## config.mk

```make
export PLATFORM = sky130hd
export DESIGN_NAME = salc_fifo
export DESIGN_NICKNAME = d
export VERILOG_FILES = /design/src/design/salc_fifo.sv
export SDC_FILE = /design/constraint.sdc
export NUM_CORES = 1
export LEC_CHECK = 0
export ABC_AREA = 1
export BUFFER_PORTS_ARGS = -buffer_cell sky130_fd_sc_hd__buf_2
export CELL_PAD_IN_SITES_DETAIL_PLACEMENT = 2
export CELL_PAD_IN_SITES_GLOBAL_PLACEMENT = 2
export CORE_AREA = 2 2 53 55
export DETAILED_ROUTE_END_ITERATION = 6
export DIE_AREA = 0 0 55 57
export PLACE_DENSITY_LB_ADDON = 0.1
export SYNTH_ARGS = -nofsm -noshare
export SYNTH_HDL_FRONTEND = slang
export SYNTH_SLANG_ARGS = --single-unit
```

## constraint.sdc

```tcl
create_clock -name clock -period 4.3 [get_ports clock]
set_input_delay 1.29 -clock clock [delete_from_list [all_inputs] [get_ports clock]]
set_output_delay 1.29 -clock clock [all_outputs]
set_load 0.03 [all_outputs]
```

## src/design/salc_fifo.sv

```systemverilog
// Small register queue with push/full and pop/empty sides.
// No dependencies; used between front and back and on the response side.
`timescale 1ns / 1ps
`default_nettype none

module salc_fifo #(
   parameter int WIDTH = 8,
   parameter int DEPTH = 2,
   localparam int PW = (DEPTH > 1) ? $clog2(DEPTH) : 1,
   localparam int CW = $clog2(DEPTH + 1)
) (
   input  wire logic             clock,
   input  wire logic             reset,
   input  wire logic             push,
   input  wire logic [WIDTH-1:0] wr_data,
   output logic                  full,
   input  wire logic             pop,
   output logic      [WIDTH-1:0] rd_data,
   output logic                  empty
);

   logic [WIDTH-1:0] slots_ff [DEPTH];
   logic [PW-1:0]    wr_ptr_ff, wr_ptr_in;
   logic [PW-1:0]    rd_ptr_ff, rd_ptr_in;
   logic [CW-1:0]    count_ff, count_in;
   logic             do_push, do_pop;

   assign full    = (count_ff == CW'(DEPTH));
   assign empty   = (count_ff == '0);
   assign do_push = push && !full;
   assign do_pop  = pop && !empty;
   assign rd_data = slots_ff[rd_ptr_ff];

   always_comb begin
      wr_ptr_in = wr_ptr_ff;
      rd_ptr_in = rd_ptr_ff;
      if (do_push) begin
         wr_ptr_in = (wr_ptr_ff == PW'(DEPTH - 1)) ? '0 : wr_ptr_ff + 1'b1;
      end
      if (do_pop) begin
         rd_ptr_in = (rd_ptr_ff == PW'(DEPTH - 1)) ? '0 : rd_ptr_ff + 1'b1;
      end
      case ({do_push, do_pop})
         2'b10:   count_in = count_ff + 1'b1;
         2'b01:   count_in = count_ff - 1'b1;
         default: count_in = count_ff;
      endcase
   end

   always_ff @(posedge clock) begin
      if (reset) begin
         wr_ptr_ff <= '0;
         rd_ptr_ff <= '0;
         count_ff  <= '0;
      end else begin
         wr_ptr_ff <= wr_ptr_in;
         rd_ptr_ff <= rd_ptr_in;
         count_ff  <= count_in;
      end
   end

   always_ff @(posedge clock) begin
      if (do_push) begin
         slots_ff[wr_ptr_ff] <= wr_data;
      end
   end

endmodule

`default_nettype wire

```

Word-level counts from Yosys, hierarchy flattened. Memory sizes are Yosys's and may differ from the RTL's. A register that Yosys moved wholly into a read port is not among the register bits. Cells that the tools add are included.

Flip-flop bits (word level): 4. Bits in writable memories: 16. Input bits: 12. Memories kept: 1.

Memory list: slots_ff (words 2, width 8, rd ports 1, clocked after memory_dff 1, wr ports 1, RTL line 22) `logic [WIDTH-1:0] slots_ff [DEPTH];`.

Add/sub/neg operators: 4. Eq/ne operators: 3. Mux-type cells: 7. Reduce and logical (&&, ||, !) cells: 6.

Operator list (count): $mux 1 (6); $eq 2x2->1 const B (2); $pmux 2 s2 (1); $add 1x1->1 const B (2); $add 2x1->2 const B (1); $eq 2x1->1 const B (1); $logic_and 1x1->1 (2); $logic_not 1->1 (2); $logic_not 2->1 (1); $reduce_bool 2->1 (1); $sub 2x1->2 const B (1).

Depth between registers and ports, before layout.
Depth after elaboration: 5. Mapped depth: 10. Mapped depth without buffers: 10.

Least setup slack after synthesis. No wires, ideal clock.

Path kind: input -> register. Start point: in push. End point: mem slots_ff[0][0] (enable). Setup time: 0.370 ns. Data arrival time: 1.870 ns. Data required time: 3.930 ns. Path slack: 2.059 ns. Stages: 4. Buffers on the path: 0. Cells stage by stage: inv_1 nor2_4 inv_2 nor2_1.

Cells in the longest elaborated chain, start to end: 3.

Ends and longest elaborated chain: from (decl) (RTL line 14) `input wire logic push,`; $logic_and 1x1->1 (RTL line 30) `assign do_push = push && !full;`; $mux 1 (RTL line 63) `if (do_push) begin`; $mux 1 (implied by the code) (RTL line 64) `slots_ff[wr_ptr_ff] <= wr_data;`; to (decl) (RTL line 22).

No other way between the ends.

==> results.txt <==
Outcome: completed
# IOs: 22
Proportion of synthesized area in mux cells: 10.62%
Combinational family with the most area after synthesis: simple AND/OR/NAND/NOR gates
DRC violation count after routing: 0
Sinks on Clock Net: 21
Number of warnings reported in the yosys synthesis log: 0
Number of flip-flops and latches in the synthesized netlist: 21
Vias per cell: 4.550
Via count: 546
Adder and majority gate portion of the synthesized area: 1.475%
Setup slack on the worst flop-to-flop path: 2720 ps
Post-detailed-route wirelength per cell: 12.55 µm
PortBufs: 21
Endpoint of the worst-slack reg-to-reg timing path: slots_ff[0][6]
Share of async-settable or async-resettable flops after synthesis: 0%
Part of the total power dissipated in sequential elements: 51.7%
Dominant register cell in the synthesized netlist: sky130_fd_sc_hd__edfxtp_1
Slew at the pin closest to its max-slew limit: 639.4 ps
Number of synthesized flops with an enable pin: 16
GPL Wtd Cong: 0.6190
PwrDens: 517.6 nW/µm²
Cell types with the largest area share after synthesis: sky130_fd_sc_hd__edfxtp_1, sky130_fd_sc_hd__dfxtp_1, sky130_fd_sc_hd__mux2_2
Combined area of the multi-input logic cells: 229.0 µm²
Clock tree from TritonCTS: yes
Post-Place Worst Slack: 1778 ps
Summed instance area of the synthesized netlist: 848.3 µm²
Remaining antenna violation count after routing: 0
Filler Cell Count: 295
Count of H-tree levels built during CTS: 1
Clock-pin slew of the registers on the worst-case setup and hold paths: 110 ps
Mean area per synthesized cell: 13.05 µm²
CP Data Required Time: 3010 ps
Clock tree root driver cell: sky130_fd_sc_hd__clkbuf_4
Worst Slack Setup Final: 1603 ps
Area fraction in compound gates after synthesis: 1.180%
Class of the tightest hold or removal check: reg2reg
Share of post-route cells with drive strength above 1: 43.82%
Netlist cell types: 15
Cts hold-fix bufs: 0
Final count of hold timing violations: 0
Relative contribution of combinational cells to total power: 31.1%
Die Outline Area: 3135 µm²
Horiz. Die Dim: 55 µm
Maximum vdd drop: 0.2074 mV
FMAX: 0.3708 GHz
Worst setup path endpoint: rd_data[0]
Final cell count without fillers: 120
Post-synthesis instance total: 65
Source of the worst register-to-register timing path: count_ff[0]
Area leader, netlist: sky130_fd_sc_hd__edfxtp_1
Net Switching: 0.1825 mW
Standard cell core area: 2615 µm²
Final setup fails: 0
Number of global-route vias before repair: 550
Classification of the worst setup path: reg2out
Initial core utilization: 32.44%
Deepest clock path buffer count: 2
Final wirelength: 1506 µm
Setup repair after global routing missed its margin: no
Critical path capture point type: primary output
Insertion delay of the later-clocked pin in the worst-skew pair: 290 ps
Tightest slew margin relative to the limit: 57.21%
Tmin final: 2697 ps
Initial antenna violation count: 0
Total Negative Setup Slacks: 0 ps
Layout Skew: 5.478 ps
Number of iterations in the first detailed-routing pass: 1
Layout overhead on the synthesized area: 19.47%
Maximum number of pins on one net before global-route repair: 12
Leak: 0.4219 nW
DP Cell Count: 116
R2R cell count: 4
Proportion of total power due to net switching: 34.79%
Initial DRC count: 0
Post-Syn Nets: 78
Share of the clock period used by the worst path: 62.72%
Area occupied by registers: 580.6 µm²
ANT cells: 0
Portion of total power attributed to the clock network: 17.2%
Data arrival time of the critical path: 1410 ps
Post-route core utilization: 38.76%
Y dimension of the die: 57 µm
Part of the Yosys area used for sequential elements: 68.44%
Power Internal: 0.3421 mW
Gr ovfl total: 0
Post-CTS setup repair buffer count: 0
Startpoint Class: flop
Total global-route track usage: 10.72%
Portion of synthesized cell area occupied by the leading cell type: 56.64%
Max Transition Viols Final: 0
Core Rows: 19
Net count reported at finish: 103
First-pass GRT wire length: 2394 µm
Simple-gate share of the synthesized area: 13.72%
TritonCTS buffer count: 3
Critical path fanouts, max: 8
Max Cap Violations: 0
Post-DP HPWL: 1200 µm
Post-synthesis xor/xnor area fraction: 0%
CTS resizes: 0
cell families after synthesis:
family                     after synthesis
adders and majority gates                1
muxes                                    8
buffers and inverters                   10
AOI/OAI and AO/OA                        2
DFF                                     21
and+or+nand+nor                         23
stage by stage:
step	hold WS [ps]	power [mW]	instance area, µm²
after floorplan	466.9	0.3985	848.3
after global placement	479.6	0.4378	987.2
after detailed placement	505.8	0.4437	987.2
after CTS	535.7	0.5336	1013
after global routing	583.7	0.5576	1013
final	535.0	0.5245	1013
placed cells by master, fill, tap and decap left out, drive strengths merged:
cell,instances
buf,21
nand2,8
nand4,1
a21oi,1
o21ai,1
mux2,8
nor2,14
clkbuf,4
edfxtp,16
ha,1
dfxtp,5
inv,9
flip-flops by register name (all words and copies together) (netlist names), named ones only:
| name | flops |
|---|---|
| rd_ptr_ff | 1 |
| slots_ff | 16 |
| wr_ptr_ff | 1 |
| count_ff | 2 |
layer usage:
layer / global-route usage (%) / share of wire (%)
met3: 2.356 / 4.1
met5: 0 / 0
met4: 3.136 / 0.86
met2: 19.73 / 58
met1: 11.86 / 37
worst min-delay path by stage:
stage | start | to | depth (start not counted)
after floorplan | rd_ptr_ff | flop | 2
after global placement | rd_ptr_ff | rd_ptr_ff | 2
after detailed placement | rd_ptr_ff | rd_ptr_ff | 2
after CTS | rd_ptr_ff | rd_ptr_ff | 2
after global routing | rd_ptr_ff | rd_ptr_ff | 2
final | rd_ptr_ff | rd_ptr_ff | 2
synth_stat cells (2+ instances only):
library cell,instances
sky130_fd_sc_hd__dfxtp_1,5
sky130_fd_sc_hd__mux2_2,8
sky130_fd_sc_hd__edfxtp_1,16
sky130_fd_sc_hd__nor2_4,3
sky130_fd_sc_hd__nor2_1,10
sky130_fd_sc_hd__inv_1,7
sky130_fd_sc_hd__inv_2,2
sky130_fd_sc_hd__nand2_1,7
worst max-delay path: stages, from the launching register on:
cell and delay (ps):
sky130_fd_sc_hd__dfxtp_1 560, sky130_fd_sc_hd__mux2_2 390, sky130_fd_sc_hd__buf_2 180
power groups by stage:
stage               clock network (mW)  logic [mW]  registers, mW
finish                          0.0903       0.163          0.271
CTS                             0.0942       0.167          0.272
floorplan                            0       0.133          0.265
global route                    0.0998       0.182          0.276
detailed placement                   0       0.167          0.277
global placement                     0       0.162          0.276
layout make-up:
class | instances | share of cell area (%)
timing repair buffer | 21 | 10.37
tap | 31 | 3.827
clock buffer | 4 | 2.593
sequential | 21 | 57.28
inverter | 9 | 3.333
multi-input combinational | 34 | 22.59
No activity file was read; power rests on OpenSTA's default activity.
