### src/design/salc_pkg.sv
// Shared types and constants for the set-associative tag store with LRU.
// No dependencies; the design files that use it refer to it by scoped names, the bench files import it.
`timescale 1ns / 1ps
`default_nettype none

package salc_pkg;

   localparam int ADDR_W    = 32;
   localparam int TAG_W     = 32;
   localparam int AGE_W     = 3;
   localparam int CFG_W     = 4;
   localparam int CSR_IDX_W = 1;
   localparam int WAY_OUT_W = 3;
   // raw set index before the wrap to the set count: at most 15 index bits
   localparam int RAW_SET_W = 15;
   localparam int SHIFT_W   = 5;

   localparam logic [AGE_W-1:0] AGE_MAX = 3'd7;

   // register indexes on the csr port
   localparam logic [CSR_IDX_W-1:0] CSR_LINE_OFFSET = 1'b0;
   localparam logic [CSR_IDX_W-1:0] CSR_SET_INDEX   = 1'b1;

   localparam logic [CFG_W-1:0] LINE_OFFSET_RESET = 4'd6;
   localparam logic [CFG_W-1:0] SET_INDEX_RESET   = 4'd6;

   // one way of a set row as kept in the tag memory
   typedef struct packed {
      logic             valid;
      logic [AGE_W-1:0] age;
      logic [TAG_W-1:0] tag;
   } way_entry_type;

   localparam int ENTRY_W = $bits(way_entry_type);

   // one lookup response
   typedef struct packed {
      logic                 hit;
      logic [WAY_OUT_W-1:0] way_used;
      logic                 evicted;
   } rsp_type;

   localparam int RSP_W = $bits(rsp_type);

   typedef enum logic [1:0] {
      ST_CLEAR,
      ST_IDLE,
      ST_LOOK,
      ST_UPDATE
   } back_state_type;

endpackage

`default_nettype wire

### src/design/salc_front.sv
// Front end: split registers, address split into tag and set, set wrap.
// Depends on salc_pkg.
`timescale 1ns / 1ps
`default_nettype none

module salc_front #(
   parameter int MAX_SETS = 256,
   localparam int SET_W = (MAX_SETS > 1) ? $clog2(MAX_SETS) : 1
) (
   input  wire logic                               clock,
   input  wire logic                               reset,
   input  wire logic                               csr_wr_en,
   input  wire logic [salc_pkg::CSR_IDX_W-1:0]     csr_index,
   input  wire logic [salc_pkg::CFG_W-1:0]         csr_wdata,
   input  wire logic                               in_push,
   input  wire logic [salc_pkg::ADDR_W-1:0]        in_address,
   output logic                                    in_full,
   input  wire logic                               q_full,
   output logic                                    q_push,
   output logic      [salc_pkg::TAG_W-1:0]         q_tag,
   output logic      [SET_W-1:0]                   q_set
);

   localparam int RW = salc_pkg::RAW_SET_W;

   logic [salc_pkg::CFG_W-1:0]   off_ff, sib_ff;
   logic                         a_valid_ff, a_valid_in;
   logic [salc_pkg::TAG_W-1:0]   a_tag_ff;
   logic [RW-1:0]                a_raw_ff;
   logic                         b_valid_ff, b_valid_in;
   logic [salc_pkg::TAG_W-1:0]   b_tag_ff;
   logic [RW-1:0]                b_raw_ff;
   logic                         a_load, b_load;
   logic [salc_pkg::SHIFT_W-1:0] shift_sum;
   logic [salc_pkg::TAG_W-1:0]   split_tag;
   logic [RW:0]                  set_mask;
   logic [RW-1:0]                split_raw;
   logic [RW-1:0]                a_red, b_red;

   always_ff @(posedge clock) begin
      if (reset) begin
         off_ff <= salc_pkg::LINE_OFFSET_RESET;
         sib_ff <= salc_pkg::SET_INDEX_RESET;
      end else if (csr_wr_en) begin
         if (csr_index == salc_pkg::CSR_LINE_OFFSET) begin
            off_ff <= csr_wdata;
         end
         if (csr_index == salc_pkg::CSR_SET_INDEX) begin
            sib_ff <= csr_wdata;
         end
      end
   end

   // address split; offset plus index is at most 30, so the shift stays in range
   assign shift_sum = salc_pkg::SHIFT_W'(off_ff) + salc_pkg::SHIFT_W'(sib_ff);
   assign split_tag = in_address >> shift_sum;
   assign set_mask  = ((RW + 1)'(1) << sib_ff) - (RW + 1)'(1);
   assign split_raw = RW'(in_address >> off_ff) & set_mask[RW-1:0];

   // two-stage pipe into the queue
   assign b_load  = !b_valid_ff || !q_full;
   assign a_load  = !a_valid_ff || b_load;
   assign in_full = !a_load;
   assign q_push  = b_valid_ff;
   assign q_tag   = b_tag_ff;

   assign a_valid_in = a_load ? in_push : a_valid_ff;
   assign b_valid_in = b_load ? a_valid_ff : b_valid_ff;

   // set index modulo MAX_SETS by conditional subtraction, high steps here
   always_comb begin
      a_red = a_raw_ff;
      for (int k = RW - 1; k >= 8; k--) begin
         if ((MAX_SETS << k) < (1 << RW)) begin
            if (a_red >= RW'(MAX_SETS << k)) begin
               a_red = a_red - RW'(MAX_SETS << k);
            end
         end
      end
   end

   // low steps after the stage register
   always_comb begin
      b_red = b_raw_ff;
      for (int k = 7; k >= 0; k--) begin
         if ((MAX_SETS << k) < (1 << RW)) begin
            if (b_red >= RW'(MAX_SETS << k)) begin
               b_red = b_red - RW'(MAX_SETS << k);
            end
         end
      end
   end

   assign q_set = SET_W'(b_red);

   always_ff @(posedge clock) begin
      if (reset) begin
         a_valid_ff <= 1'b0;
         b_valid_ff <= 1'b0;
      end else begin
         a_valid_ff <= a_valid_in;
         b_valid_ff <= b_valid_in;
      end
   end

   always_ff @(posedge clock) begin
      if (a_load && in_push) begin
         a_tag_ff <= split_tag;
         a_raw_ff <= split_raw;
      end
      if (b_load && a_valid_ff) begin
         b_tag_ff <= a_tag_ff;
         b_raw_ff <= a_red;
      end
   end

endmodule

`default_nettype wire

### config.mk
export PLATFORM = sky130hd
export DESIGN_NAME = salc_front
export DESIGN_NICKNAME = d
export VERILOG_FILES = /design/src/design/salc_pkg.sv /design/src/design/salc_front.sv
export SDC_FILE = /design/constraint.sdc
export NUM_CORES = 1
export LEC_CHECK = 0
export ABC_AREA = 0
export BUFFER_PORTS_ARGS = -buffer_cell sky130_fd_sc_hd__buf_4
export CAP_MARGIN = 0
export CORE_UTILIZATION = 35
export DETAILED_ROUTE_END_ITERATION = 10
export GPL_ROUTABILITY_DRIVEN = 0
export PLACE_DENSITY_LB_ADDON = 0.3
export SLEW_MARGIN = 0
export SYNTH_ARGS = -nofsm -noshare
export SYNTH_HDL_FRONTEND = slang
export SYNTH_SLANG_ARGS = --single-unit
### constraint.sdc
create_clock -name clock -period 3.9 [get_ports clock]
set_input_delay 0.39 -clock clock [delete_from_list [all_inputs] [get_ports clock]]
set_output_delay 0.39 -clock clock [all_outputs]
set_load 0.02 [all_outputs]
---- Yosys cells after proc, flatten, opt, wreduce, memory -nomap -nowiden ----
Index checks and enable logic that the tools add are counted.
operators by class
  add/subtract/negate cells ............... 9
  magnitude comparators ................... 7
  shift-type cells ........................ 3
  mux-type cells .......................... 7
  bitwise gates (word level) .............. 2
  reductions and logical operators ........ 10
operators by type and width
  kind                    number
  $mux 15                 6
  $shr 32x4->15           1
  $shr 32x5->32           1
  $and 15x15->15          1
  $ge 15x10->1 const B    1
  $ge 15x11->1 const B    1
  $ge 15x12->1 const B    1
  $ge 15x13->1 const B    1
  $ge 15x14->1 const B    1
  $ge 15x15->1 const B    1
  $ge 15x9->1 const B     1
  $shl 1x4->15 const A    1
  $sub 15x10->15 const B  1
  $sub 15x11->15 const B  1
  $sub 15x12->15 const B  1
  $sub 15x13->15 const B  1
  $sub 15x14->15 const B  1
  $sub 15x15->15 const B  1
  $sub 15x2->15 const B   1
  $mux 8                  1
  $sub 8x1->8 const B     1
  $add 4x4->5             1
  $logic_not 1->1         4
  $reduce_and 2->1        2
  other kinds (3)         5
storage, ports and cells
  register bits after elaboration ......... 104
  input bits .............................. 42
  logic and storage cells ................. 46

---- Longest topological paths before layout ----
  word-level depth ........................ 14
  mapped depth ............................ 9
  gate-level depth less buffers ........... 7

---- Worst setup path before layout ----
OpenSTA, ideal clock, no wires.
  kind .................................... input-to-reg
  start point ............................. input port q_full
  end point ............................... register b_raw_ff[0], enable pin
  setup time .............................. 0.498 ns
  arrival ................................. 3.340 ns
  setup slack ............................. 0.062 ns
  stages .................................. 1
  cell sequence ........................... a21boi_0
on the way
  word-level cells in the longest chain between the ends .. 3
RTL lines
  element               RTL line           RTL
  start, declared       salc_front.sv:18   input wire logic q_full,
  $logic_not 1->1       salc_front.sv:61   assign b_load = !b_valid_ff || !q_full;
  $logic_or 1x1->1      salc_front.sv:61
  $logic_and 1x1->1     salc_front.sv:111  if (b_load && a_valid_ff) begin
  end signal, assigned  salc_front.sv:113  b_raw_ff <= a_red;
  end, declared         salc_front.sv:32   logic [RW-1:0] b_raw_ff;
No other way between the ends.
A chain may end at the register's enable or synchronous reset.

---- Final worst setup path ----
  start point ............................. register sib_ff[0] (netlist bit)
  end point ............................... register a_tag_ff[2] (netlist bit) (data pin)
on the way
  word-level cells in the longest chain between the ends .. 2
RTL lines
  element                 RTL line           RTL
  start, declared         salc_front.sv:26   logic [salc_pkg::CFG_W-1:0] off_ff, sib_ff;
  start signal, assigned  salc_front.sv:43   sib_ff <= salc_pkg::SET_INDEX_RESET;
  start signal, assigned  salc_front.sv:49   sib_ff <= csr_wdata;
  $add 4x4->5             salc_front.sv:55   assign shift_sum = salc_pkg::SHIFT_W'(off_ff) + salc_pkg::SHIFT_W'(sib_ff);
  $shr 32x5->32           salc_front.sv:56   assign split_tag = in_address >> shift_sum;
  via split_tag, one bit  salc_front.sv:35   logic [salc_pkg::TAG_W-1:0] split_tag;
  end signal, assigned    salc_front.sv:108  a_tag_ff <= split_tag;
  end, declared           salc_front.sv:28   logic [salc_pkg::TAG_W-1:0] a_tag_ff;
The timed path passes the listed nets, and every way through them passes these cells.

==> summary.txt <==
Global routing
  – Largest net degree at the start of global routing: 41
  – Gr usage total: 0.166
  – First-pass GRT wire length: 21.1 mm
  – Number of global-route vias before repair: 3895
  – Initial antenna violation count: 0
  – GRT overflow: 0

Logic synthesis
  – Sequential fraction of the synthesis area: 0.469
  – Avg Cell Area, Syn: 12.2 um2
  – Post-synthesis mux area share: 0.259
  – Post-synth ARST share: 0
  – Largest family of logic cells by synthesized area: multiplexers
  – Mapped Area: 5550 um2
  – Unique masters post-synth: 51
  – Ys flop type: edfxtp_1
  – Number of synthesized flops with an enable pin: 80
  – Ys Warns: 0
  – Post-Syn Nets: 504
  – Synth Area in Compound Gates: 0.111
  – Post-Synth XOR/XNOR Area: 0.00473
  – Synthesized instance count: 456
  – Post-Synth Adder-Cell Area: 0.0149
  – Simple-gate area share of the yosys netlist: 0.0976
  – Synthesized flop and latch total: 90

Worst setup path
  – Critical path's most frequent cell: o21ai_0
  – Critical path fanouts, max: 16
  – WP buf/inv: 1
  – Worst reg-to-reg path cell count: 8
  – Worst Path Arrival: 3.15 ns
  – Reg-to-Reg End: a_tag_ff[2]
  – Critical path data required time: 3.92 ns
  – Flop-to-flop setup slack: 0.77 ns
  – Reg2Reg Launch Point: sib_ff[0]
  – Number of cells on the critical path: 8
  – Critical path class: reg2reg
  – CP endpoint kind: register
  – Crit-path slowest cell: fa_1
  – Cell family with most CP delay: adder cells
  – Startpoint Class: register
  – Crit-path max cell delay: 0.85 ns
  – Worst path cell trace: ha_2, fa_1, buf_4, mux4_2, nand2_1, o21ai_0, o21ai_0, a21oi_1

STA
  – # setup viols final: 0
  – Relative slew slack: 0.257
  – RSZ-0062 raised after global routing: false
  – Pins Over Slew Limit: 0
  – Tcrit/Tclk final: 0.801
  – Final Critical Period: 3.13 ns
  – Fin. Hold Viols: 0
  – F_max: 0.320 GHz
  – Worst setup margin: 0.775 ns
  – Sum Neg Setup Slack: 0 ns
  – Clock skew: 0.00880 ns
  – Worst-Margin Slew: 1.11 ns

Drt
  – Routed wl met3: 1.10 mm
  – DRT met1 WL: 6.01 mm
  – Via count: 4116
  – Avg WL per Cell: 17.9 um
  – Number of routed nets with antenna violations: 0
  – Metal2 WL: 5.99 mm
  – Iter 0 DRT Violations: 432
  – Vias/cell: 5.55
  – DRT Pass-1 Iters: 5
  – Final WL: 13.3 mm
  – Residual DRC count: 0
  – Top Metal Used: met4

Clock tree
  – Worst-path clk slew: 0.07 ns
  – Cts repair resizes: 0
  – CTS tree: done
  – Total CTS buffers: 9
  – CTS Root Cell: clkbuf_16
  – Hold_buf cts: 0
  – H-tree depth: 3
  – Clock latency on the worst-skew pair: 0.34 ns
  – Buffer count from post-CTS setup fixing: 0
  – Bufs on Longest Clock Path: 2
  – CTS sink count: 90

Die
  – Boundary pin count: 84
  – Die area: 16400 um2
  – Core ar.: 15300 um2
  – Number of core rows: 45
  – Initial core utilization: 0.362
  – Vert. Die Dim: 128 um
  – Die W: 128 um

Power and ir drop
  – P_leak: 2.60 nW
  – Worst-case vdd ir drop: 0.204 mV
  – Power density over the cells: 434 nW/um2
  – Final Power: 2.89 mW

Cells and area
  – Fin nets: 574
  – Most common cell after layout, fill and taps aside: buf_4
  – Post-Layout Cell Count: 742
  – Ant diodes: 0
  – Layout cell share with drive strength beyond 1: 0.301
  – Most frequent cells in the layout: buf_4, edfxtp_1, mux2i_1, nand2_1, nor2_1
  – Syn-to-layout area delta: 19.8%
  – Filler cell count: 1464

Min path
  – Hold Path Cell Cnt: 3
  – Worst hold endpoint: a_valid_ff
  – Hold Path Class: in2reg
  – Hold Path Origin: in_push

Place
  – Placed insts: 726
  – Port Buffers: 83
  – Pre-CTS setup slack: 0.824 ns
  – Dpl hpwl: 10.0 mm

Status
  – Status: finished clean

Job
  – Max_cap viols: 0
worst register-to-register path, cell delays in order, from the launching register on:
cell	delay [ns]
dfxtp_1	0.38
ha_2	0.22
fa_1	0.85
buf_4	0.33
mux4_2	0.36
nand2_1	0.08
o21ai_0	0.15
o21ai_0	0.31
a21oi_1	0.14
stage by stage:
step | utilization | hold WS (ns) | area [um2]
final | 0.434 | 0.271 | 6650
after global routing | 0.434 | 0.286 | 6650
after CTS | 0.434 | 0.262 | 6650
after detailed placement | 0.415 | 0.405 | 6360
after global placement | 0.415 | 0.408 | 6360
after floorplan | - | 0.400 | 5550
worst max-delay path by stage:
stage                     startpoint          end  slack (ns)
after floorplan               q_full  b_raw_ff[0]        0.06
after global placement     sib_ff[0]  a_tag_ff[5]        0.95
after detailed placement   sib_ff[0]  a_tag_ff[2]        0.82
after CTS                  sib_ff[0]  a_tag_ff[2]        0.82
after global routing       sib_ff[0]  a_tag_ff[1]        0.61
final                      sib_ff[0]  a_tag_ff[2]        0.77
sequential cells by signal, indices dropped and copies added (netlist names):
signal      flops
b_raw_ff        8
off_ff          4
a_raw_ff        8
a_tag_ff       32
q_push          1
a_valid_ff      1
sib_ff          4
q_tag          32
layer usage:
metal / vias to the layer above / track usage
met5: - / 0
met4: 0 / 0.0595
met3: 17 / 0.0259
met2: 206 / 0.254
met1: 1975 / 0.239
li1: 1918 / -
cell usage after synthesis (4+ instances only):
master	count	area, um2
ha_1	5	62.6
mux2_2	14	158
a21oi_1	26	130
nand2_1	38	143
mux2i_1	46	460
inv_1	10	37.5
dfxtp_1	10	200
mux4_1	8	210
mux4_2	27	608
o21a_1	4	30.0
a22oi_1	4	30.0
and2_1	7	43.8
edfxtp_1	80	2400
a211oi_1	10	75.1
nand3_1	12	60.1
nor2_1	32	120
o21ai_0	22	110
and3_1	9	56.3
o211ai_1	9	67.6
clkbuf_1	17	63.8
buf_2	10	50.1
power breakdown:
group | switching [mW] | internal (mW) | total, mW
sequential | 0.0354 | 1.20 | 1.24
combinational | 0.468 | 0.355 | 0.823
clock | 0.378 | 0.445 | 0.823
total | 0.882 | 2.00 | 2.89
area by class of cell:
cell class,instances,area (um2),area share
Timing Repair Buffer,96,721,0.108
Tap cell,211,264,0.0397
Multi-Input combinational cell,318,2730,0.411
Clock inverter,7,61.3,0.00922
Sequential cell,90,2600,0.391
Inverter,11,41.3,0.00621
Clock buffer,9,225,0.0339
cells by family (layout without fill, tap and decap cells):
logic type / after synthesis / count (layout)
and+or+nand+nor: 116 / 116
buffers and inverters: 48 / 123
AOI/OAI and AO/OA: 98 / 98
DFF: 90 / 90
muxes: 95 / 95
xor gates and xnor gates: 3 / 3
adders and majority gates: 6 / 6
Power figures use the tool's default switching activity.
