**src/design/salc_pkg.sv**
```systemverilog
// Shared types and constants for the set-associative tag store with LRU.
// No dependencies; the design files that use it refer to it by scoped names, the bench files import it.
`timescale 1ns / 1ps
`default_nettype none

package salc_pkg;

   localparam int ADDR_W    = 32;
   localparam int TAG_W     = 32;
   localparam int AGE_W     = 3;
   localparam int CFG_W     = 4;
   localparam int CSR_IDX_W = 1;
   localparam int WAY_OUT_W = 3;
   // raw set index before the wrap to the set count: at most 15 index bits
   localparam int RAW_SET_W = 15;
   localparam int SHIFT_W   = 5;

   localparam logic [AGE_W-1:0] AGE_MAX = 3'd7;

   // register indexes on the csr port
   localparam logic [CSR_IDX_W-1:0] CSR_LINE_OFFSET = 1'b0;
   localparam logic [CSR_IDX_W-1:0] CSR_SET_INDEX   = 1'b1;

   localparam logic [CFG_W-1:0] LINE_OFFSET_RESET = 4'd6;
   localparam logic [CFG_W-1:0] SET_INDEX_RESET   = 4'd6;

   // one way of a set row as kept in the tag memory
   typedef struct packed {
      logic             valid;
      logic [AGE_W-1:0] age;
      logic [TAG_W-1:0] tag;
   } way_entry_type;

   localparam int ENTRY_W = $bits(way_entry_type);

   // one lookup response
   typedef struct packed {
      logic                 hit;
      logic [WAY_OUT_W-1:0] way_used;
      logic                 evicted;
   } rsp_type;

   localparam int RSP_W = $bits(rsp_type);

   typedef enum logic [1:0] {
      ST_CLEAR,
      ST_IDLE,
      ST_LOOK,
      ST_UPDATE
   } back_state_type;

endpackage

`default_nettype wire

```
**src/design/salc_back.sv**
```systemverilog
// Back end: read a set row, match ways, pick victim, age update, write back.
// Depends on salc_pkg; drives the tag row memory and the response queue.
`timescale 1ns / 1ps
`default_nettype none

module salc_back #(
   parameter int WAYS = 8,
   parameter int MAX_SETS = 256,
   localparam int SET_W = (MAX_SETS > 1) ? $clog2(MAX_SETS) : 1,
   localparam int ROW_W = WAYS * salc_pkg::ENTRY_W
) (
   input  wire logic                         clock,
   input  wire logic                         reset,
   input  wire logic                         q_empty,
   input  wire logic [salc_pkg::TAG_W-1:0]   q_tag,
   input  wire logic [SET_W-1:0]             q_set,
   output logic                              q_pop,
   input  wire logic                         out_full,
   output logic                              out_push,
   output salc_pkg::rsp_type                 out_data,
   output logic                              clearing,
   output logic                              ram_wr_en,
   output logic      [SET_W-1:0]             ram_wr_addr,
   output logic      [ROW_W-1:0]             ram_wr_data,
   output logic                              ram_rd_en,
   output logic      [SET_W-1:0]             ram_rd_addr,
   input  wire logic [ROW_W-1:0]             ram_rd_data
);

   localparam int WAY_W = (WAYS > 1) ? $clog2(WAYS) : 1;
   localparam int AW    = salc_pkg::AGE_W;

   salc_pkg::back_state_type state_ff, state_in;

   logic [SET_W-1:0]           clr_ff, clr_in;
   logic [salc_pkg::TAG_W-1:0] cur_tag_ff;
   logic [SET_W-1:0]           cur_set_ff;
   logic                       start;

   salc_pkg::way_entry_type [WAYS-1:0] rd_row, row_ff, new_row;

   logic [WAYS-1:0]  match, empty_way;
   logic             any_hit, any_empty;
   logic [WAY_W-1:0] hit_way, empty_sel, old_way;
   logic [(1 << AW)-1:0] age_seen;
   logic [AW-1:0]    oldest;

   logic             hit_in, hit_ff;
   logic             evict_in, evict_ff;
   logic [WAY_W-1:0] use_in, use_ff;
   logic [AW:0]      prev_in, prev_ff;
   logic [WAY_W+salc_pkg::WAY_OUT_W-1:0] way_wide;

   assign rd_row = ram_rd_data;
   assign start  = !q_empty && !out_full;

   // way match, first empty way, and oldest way over the row just read
   always_comb begin
      hit_way   = '0;
      empty_sel = '0;
      old_way   = '0;
      oldest    = '0;
      age_seen  = '0;
      for (int w = 0; w < WAYS; w++) begin
         match[w]     = rd_row[w].valid && (rd_row[w].tag == cur_tag_ff);
         empty_way[w] = !rd_row[w].valid;
         age_seen[rd_row[w].age] = 1'b1;
      end
      for (int w = WAYS - 1; w >= 0; w--) begin
         if (match[w]) begin
            hit_way = WAY_W'(w);
         end
         if (empty_way[w]) begin
            empty_sel = WAY_W'(w);
         end
      end
      for (int a = 0; a < (1 << AW); a++) begin
         if (age_seen[a]) begin
            oldest = AW'(a);
         end
      end
      // ties go to the highest-numbered way
      for (int w = 0; w < WAYS; w++) begin
         if (rd_row[w].age == oldest) begin
            old_way = WAY_W'(w);
         end
      end
   end

   assign any_hit   = |match;
   assign any_empty = |empty_way;

   always_comb begin
      hit_in   = any_hit;
      evict_in = 1'b0;
      if (any_hit) begin
         use_in  = hit_way;
         prev_in = {1'b0, rd_row[hit_way].age};
      end else if (any_empty) begin
         // a fill counts as older than every rank
         use_in  = empty_sel;
         prev_in = {1'b1, {AW{1'b0}}};
      end else begin
         use_in   = old_way;
         prev_in  = {1'b0, oldest};
         evict_in = 1'b1;
      end
   end

   // new row: used way youngest, younger valid ways age by one, saturating
   always_comb begin
      new_row = row_ff;
      for (int w = 0; w < WAYS; w++) begin
         if (WAY_W'(w) == use_ff) begin
            new_row[w].valid = 1'b1;
            new_row[w].age   = '0;
            new_row[w].tag   = cur_tag_ff;
         end else if (row_ff[w].valid && ({1'b0, row_ff[w].age} < prev_ff)
                      && (row_ff[w].age != salc_pkg::AGE_MAX)) begin
            new_row[w].age = row_ff[w].age + 1'b1;
         end
      end
   end

   assign way_wide = {{salc_pkg::WAY_OUT_W{1'b0}}, use_ff};

   // next state
   always_comb begin
      state_in = state_ff;
      case (state_ff)
         salc_pkg::ST_CLEAR: begin
            if (clr_ff == SET_W'(MAX_SETS - 1)) begin
               state_in = salc_pkg::ST_IDLE;
            end
         end
         salc_pkg::ST_IDLE: begin
            if (start) begin
               state_in = salc_pkg::ST_LOOK;
            end
         end
         salc_pkg::ST_LOOK:   state_in = salc_pkg::ST_UPDATE;
         salc_pkg::ST_UPDATE: state_in = salc_pkg::ST_IDLE;
         default:             state_in = salc_pkg::ST_CLEAR;
      endcase
   end

   // outputs
   always_comb begin
      q_pop       = 1'b0;
      ram_rd_en   = 1'b0;
      ram_rd_addr = q_set;
      ram_wr_en   = 1'b0;
      ram_wr_addr = cur_set_ff;
      ram_wr_data = new_row;
      out_push    = 1'b0;
      clearing    = 1'b0;
      clr_in      = clr_ff;
      case (state_ff)
         salc_pkg::ST_CLEAR: begin
            clearing    = 1'b1;
            ram_wr_en   = 1'b1;
            ram_wr_addr = clr_ff;
            ram_wr_data = '0;
            clr_in      = clr_ff + 1'b1;
         end
         salc_pkg::ST_IDLE: begin
            q_pop     = start;
            ram_rd_en = start;
         end
         salc_pkg::ST_UPDATE: begin
            ram_wr_en = 1'b1;
            out_push  = 1'b1;
         end
         default: begin
            q_pop = 1'b0;
         end
      endcase
   end

   assign out_data.hit      = hit_ff;
   assign out_data.way_used = way_wide[salc_pkg::WAY_OUT_W-1:0];
   assign out_data.evicted  = evict_ff;

   always_ff @(posedge clock) begin
      if (reset) begin
         state_ff <= salc_pkg::ST_CLEAR;
         clr_ff   <= '0;
      end else begin
         state_ff <= state_in;
         clr_ff   <= clr_in;
      end
   end

   always_ff @(posedge clock) begin
      if (q_pop) begin
         cur_tag_ff <= q_tag;
         cur_set_ff <= q_set;
      end
      if (state_ff == salc_pkg::ST_LOOK) begin
         row_ff   <= rd_row;
         hit_ff   <= hit_in;
         evict_ff <= evict_in;
         use_ff   <= use_in;
         prev_ff  <= prev_in;
      end
   end

endmodule

`default_nettype wire

```
**config.mk**
```make
export PLATFORM = sky130hd
export DESIGN_NAME = salc_back
export DESIGN_NICKNAME = d
export VERILOG_FILES = /design/src/design/salc_pkg.sv /design/src/design/salc_back.sv
export SDC_FILE = /design/constraint.sdc
export NUM_CORES = 1
export LEC_CHECK = 0
export ABC_CLOCK_PERIOD_IN_PS = 10900
export BUFFER_PORTS_ARGS = -buffer_cell sky130_fd_sc_hd__buf_2
export CORE_AREA = 2 2 251 253
export CTS_BUF_LIST = sky130_fd_sc_hd__clkbuf_2
export CTS_CLUSTER_SIZE = 40
export DETAILED_ROUTE_END_ITERATION = 8
export DIE_AREA = 0 0 253 255
export HOLD_SLACK_MARGIN = 0.15
export PLACE_DENSITY_LB_ADDON = 0.3
export SLEW_MARGIN = 20
export SYNTH_ARGS = -nofsm -noshare
export SYNTH_HDL_FRONTEND = slang
export SYNTH_SLANG_ARGS = --single-unit
```
**constraint.sdc**
```tcl
create_clock -name clock -period 10.9 [get_ports clock]
set_input_delay 1.09 -clock clock [delete_from_list [all_inputs] [get_ports clock]]
set_output_delay 1.09 -clock clock [all_outputs]
set_load 0.1 [all_outputs]
```
# Word level (Yosys, flattened, before mapping)
# Cells that the tools add are included.
[word_totals] ff_bits=347 latchBits=0 mem_bits_rw=0 romBits=0 inputBits=332 elab_cells=253 memories=0
[op_classes] n_addsub=9 multipliers=0 div=0 magnitude_cmp=25 n_eq_ne=36 n_shift=0 n_mux=94 bitwise=7 n_reduce_logical=49
[ops] op="two-way mux 288 bit" n=1
[ops] op="equality test 32 bit" n=8
[ops] op="two-way mux 32 bit" n=8
[ops] op="two-way mux 3 bit" n=47
[ops] op="binary-select mux 36 bit (select 3 bit)" n=1
[ops] op="bitwise OR 8 bit" n=7
[ops] op="< comparator 3 x 4 -> 1 bit, second input constant" n=9
[ops] op="two-way mux 35 bit" n=1
[ops] op="logical AND 1 bit" n=33
[ops] op="< comparator 3 x 4 -> 1 bit" n=8
[ops] op="adder 3 x 1 -> 3 bit, second input constant" n=8
[ops] op="demux 1 bit (select 3 bit)" n=8
[ops] op="greater-or-equal comparator 3 x 1 -> 1 bit, second input constant" n=8
[ops] op="!= test 3 bit, second input constant" n=8
[ops] op="two-way mux 1 bit" n=23
[ops] op="equality test 3 bit" n=7
[ops] op="OR reduction 8 bit" n=2
[ops] op="equality test 3 bit, first input constant" n=4
[ops] op="logical NOT 1 bit" n=10
[ops] op="adder 8 x 1 -> 8 bit, second input constant" n=1
[ops] op="equality test 8 bit, second input constant" n=1
[ops] op="two-way mux 8 bit" n=1
[ops] op="case mux 2 bit (4 select lines)" n=1
[ops] op="equality test 2 x 3 -> 1 bit, first input constant" n=2
[ops] op="other kinds (10)" n=13

# Logic depth before layout (Yosys ltp)
[logic_depth] ltp_word=28 mapped_depth=13 mapped_depth_nobuf=10

# Worst setup path after synthesis
# Ideal clock, no wire load.
[synth_path] path_type="input to output" startpoint="in out_full" endpoint="out ram_rd_en" arrival_time_ns=7.095 t_required_ns=9.810 slack_ns=2.715 stages=2 path_cell_list="nor3b_1 > buf_4"
[synth_between] elab_chain_len=3
[synth_rtl] element="start: declaration" line_no="salc_back.sv:18" rtl="input wire logic out_full,"
[synth_rtl] element="logical NOT 1 bit" line_no="salc_back.sv:55" rtl="assign start = !q_empty && !out_full;"
[synth_rtl] element="logical AND 1 bit" line_no="salc_back.sv:55"
[synth_rtl] element="two-way mux 1 bit" line_no="salc_back.sv:158" rtl="case (state_ff)"
[synth_rtl] element="end: declaration" line_no="salc_back.sv:25" rtl="output logic ram_rd_en,"
# Every way passes these cells.

# Worst setup path after layout
[layout_path] startpoint="reg use_ff[0]" endpoint="out ram_wr_data[36]"
[layout_between] elab_chain_len=3
[layout_rtl] element="start: declaration" line_no="salc_back.sv:50" rtl="logic [WAY_W-1:0] use_in, use_ff;"
[layout_rtl] element="start signal: assignment" line_no="salc_back.sv:203" rtl="use_ff <= use_in;"
[layout_rtl] element="equality test 1 x 3 -> 1 bit" line_no="salc_back.sv:114" rtl="if (WAY_W'(w) == use_ff) begin"
[layout_rtl] element="two-way mux 32 bit" line_no="salc_back.sv:114"
[layout_rtl] element="two-way mux 288 bit" line_no="salc_back.sv:158"
[layout_rtl] element="end: declaration" line_no="salc_back.sv:24" rtl="output logic [ROW_W-1:0] ram_wr_data,"
# Every way passes these cells.

==> impl_metrics.env <==
export IMPL_yosysWarnings=0
export IMPL_cts_tree="yes"
export IMPL_cts_resized=0
export IMPL_yosys_top_cells_count="nand2_1, edfxtp_1, a21oi_1, xor2_1, xnor2_1"
export IMPL_crit_buf_inv=2
export IMPL_synth_nets=2452
export IMPL_hold_ws_ns=0.312
export IMPL_grt_pass1_vias=20400
export IMPL_p_int_w=0.00200
export IMPL_yosysMostFrequentCell="nand2_1"
export IMPL_worst_path_max_delay_cell="nor3b_2"
export IMPL_dp_cells=3388
export IMPL_max_cap_viol_count=0
export IMPL_final_net_count=3355
export IMPL_drt_first_pass_iters=5
export IMPL_arrival_ns=4.13
export IMPL_cpLargestDelayFamily="buffers and inverters"
export IMPL_p_switching_w=0.000846
export IMPL_gp_congestion=0.912
export IMPL_setup_violations=0
export IMPL_leakagePower_nw=12.0
export IMPL_die_h_um=255
export IMPL_yosysTopAreaCell="edfxtp_1"
export IMPL_drv_slew=0
export IMPL_syn_area_sq_um=20300
export IMPL_netlist_instances=2082
export IMPL_critPathLaunchType="flip-flop"
export IMPL_design_die_area_sq_um=64500
export IMPL_pwr_share_clk=0.351
export IMPL_synth_flop_cell="edfxtp_1"
export IMPL_grt_usage=0.285
export IMPL_num_vias=20500
export IMPL_drtIter0Drc=2025
export IMPL_synth_cell_type_count=72
export IMPL_drc_errors=0
export IMPL_fmax_mhz=191
export IMPL_finalSetupTns_ns=0
export IMPL_dieWidth_um=253
export IMPL_post_route_period_util=0.479
export IMPL_outcome="complete, no violations"
export IMPL_clk_latency_ns=1.11
export IMPL_synthToLayoutAreaGrowth_pct=37.2
export IMPL_async_reset_ff_frac=0
export IMPL_criticalPathCategory="reg -> out"
export IMPL_crit_fanout=29
export IMPL_min_period_ns=5.22
export IMPL_cts_sinks=347
export IMPL_dpl_hpwl_mm=69.2
export IMPL_grt_ovfl_total=0
export IMPL_finalHoldViolations=0
export IMPL_synth_edff_count=337
export IMPL_cts_clk_slew_worst_paths_ns=0.10
export IMPL_rows=92
export IMPL_switching_share=0.297
export IMPL_drive_gt1_frac=0.295
export IMPL_core_sq_um=62200
export IMPL_cts_made_buffers=101
export IMPL_worst_clock_skew_ns=0.139
export IMPL_cp_slowest_stage_delay_ns=0.90
export IMPL_hold_path_class="in -> reg"
export IMPL_crit_chain="nor3b_2 > buf_4 > nand2_1 > a21oi_1 > buf_2"
export IMPL_worst_pin_slew_ns=1.11
export IMPL_cts_hold_buf=293
export IMPL_wire_per_inst_um=25.0
export IMPL_start_util=0.327
export IMPL_synth_area_per_cell_sq_um=9.75
export IMPL_port_buffer_count=645
export IMPL_grt_max_degree=136
export IMPL_ant_nets=0
export IMPL_clk_path_buf_depth=3
export IMPL_layout_cells_non_filler=3862
export IMPL_root_buffer="clkbuf_2"
export IMPL_grt_setup_unrepaired="false"
export IMPL_seqPwrFrac=0.513
export IMPL_grt_antenna_before_repair=5
export IMPL_cp_end_kind="output pin"
export IMPL_cts_setup_buffers=0
export IMPL_required_ns=9.81
export IMPL_combPwrFrac=0.136
export IMPL_final_core_util=0.448
export IMPL_synth_area_top_cells="edfxtp_1, nand2_1, a21oi_1"
export IMPL_place_area_sq_um=24000
export IMPL_yosys_area_top_type_share=0.498
export IMPL_ys_ff_latch=347
export IMPL_vdd_drop_max_mv=0.0821
export IMPL_final_area_sq_um=27900
export IMPL_grt_pass1_wl_mm=135
export IMPL_num_io_pins=646
export IMPL_p_per_area_nw_per_um2=102
export IMPL_seq_area_frac_synth=0.508
export IMPL_via_per_inst=5.30
export IMPL_wl_mm=96.6
export IMPL_relSlewSlack=0.259
export IMPL_h_tree_depth=3
[layout by cell type, fill, tap and decap left out, drive strengths merged, types with 14 or more instances in the layout]
master         n
dlygate4sd3  293
nand2b        14
inv           18
clkinv        22
o21ai         25
xnor2        127
nand3         25
nor2          50
clkbuf       153
xor2         144
nand4         42
mux2i         21
a21oi        282
buf          696
nor3b         15
nor4          38
edfxtp       337
nor3          40
nand2        544
ha            38
[metal layers]
| metal | up-vias | routed length [um] | global-route usage |
|---|---|---|---|
| li1 | 9097 | - | - |
| met1 | 9845 | 36800 | 0.343 |
| met2 | 1249 | 46500 | 0.482 |
| met3 | 276 | 8510 | 0.0634 |
| met4 | 2 | 4710 | 0.143 |
| met5 | - | 7 | 0 |
[flip-flops by register name (all words and copies together) (netlist names)]
signal	flops
clr_ff	8
use_ff	3
evict_ff	1
hit_ff	1
cur_set_ff	8
state_ff	2
prev_ff	4
cur_tag_ff	32
row_ff	288
[worst register-to-register path, cell delays in order, from the launching register on]
cell and delay [ns]:
edfxtp_1 0.59, buf_4 0.32, xnor2_1 0.47, nand4_1 0.18, nor4_2 0.58, nand3_1 0.20, a211oi_1 0.57, o21bai_2 0.25
mux2_1 0.35, o211ai_1 0.17, o311ai_1 0.14
[stage by stage]
step / power [W] / setup slack [ns]
6_report: 0.00285 / 5.68
5_1_grt: 0.00296 / 5.43
4_1_cts: 0.00287 / 5.53
3_5_place_dp: 0.00179 / 6.41
3_3_place_gp: 0.00178 / 6.39
2_1_floorplan: 0.00165 / 2.71
[cell type report]
cell class | count | area, sq um
flip-flops and latches | 347 | 10300
fillers | 5928 | 34300
repair buffers | 989 | 6560
clock inverters | 25 | 118
well taps | 799 | 1000
clock buffers | 153 | 766
multi-input cells | 1531 | 9030
diodes | 3 | 7.51
inverters | 15 | 56.3
[power by group through the flow]
stage,Clock (W),Sequential (W),Combinational (W)
floorplan,0,0.00149,0.000157
global placement,0,0.00149,0.000292
detailed placement,0,0.00149,0.000294
CTS,0.00103,0.00146,0.000384
global route,0.00109,0.00146,0.000406
finish,0.00100,0.00146,0.000388
[path summary, 6_finish.rpt]
check                                               to                      from  slack [ns]  cells after the start
worst max-delay path                   ram_wr_data[36]       use_ff[0]$_DFFE_PN_        5.68                      5
worst min-delay path             row_ff[206]$_DFFE_PN_          ram_rd_data[206]        0.31                      1
worst max register to register    prev_ff[0]$_DFFE_PN_  cur_tag_ff[27]$_DFFE_PP_        6.79                     10
worst min register to register  clr_ff[7]$_SDFFE_PP0P_    clr_ff[7]$_SDFFE_PP0P_        0.53                      2
[cell families after synthesis]
logic type / count (synthesis) / share of synthesized area
adder cells (fa/ha/maj): 38 / 0.0234
XOR/XNOR: 271 / 0.117
buffers and inverters: 204 / 0.0497
AO/OA/AOI/OAI: 367 / 0.100
AND/OR/NAND/NOR: 821 / 0.183
flip-flops: 347 / 0.508
multiplexers: 34 / 0.0181
(Power assumes the default switching activity.)
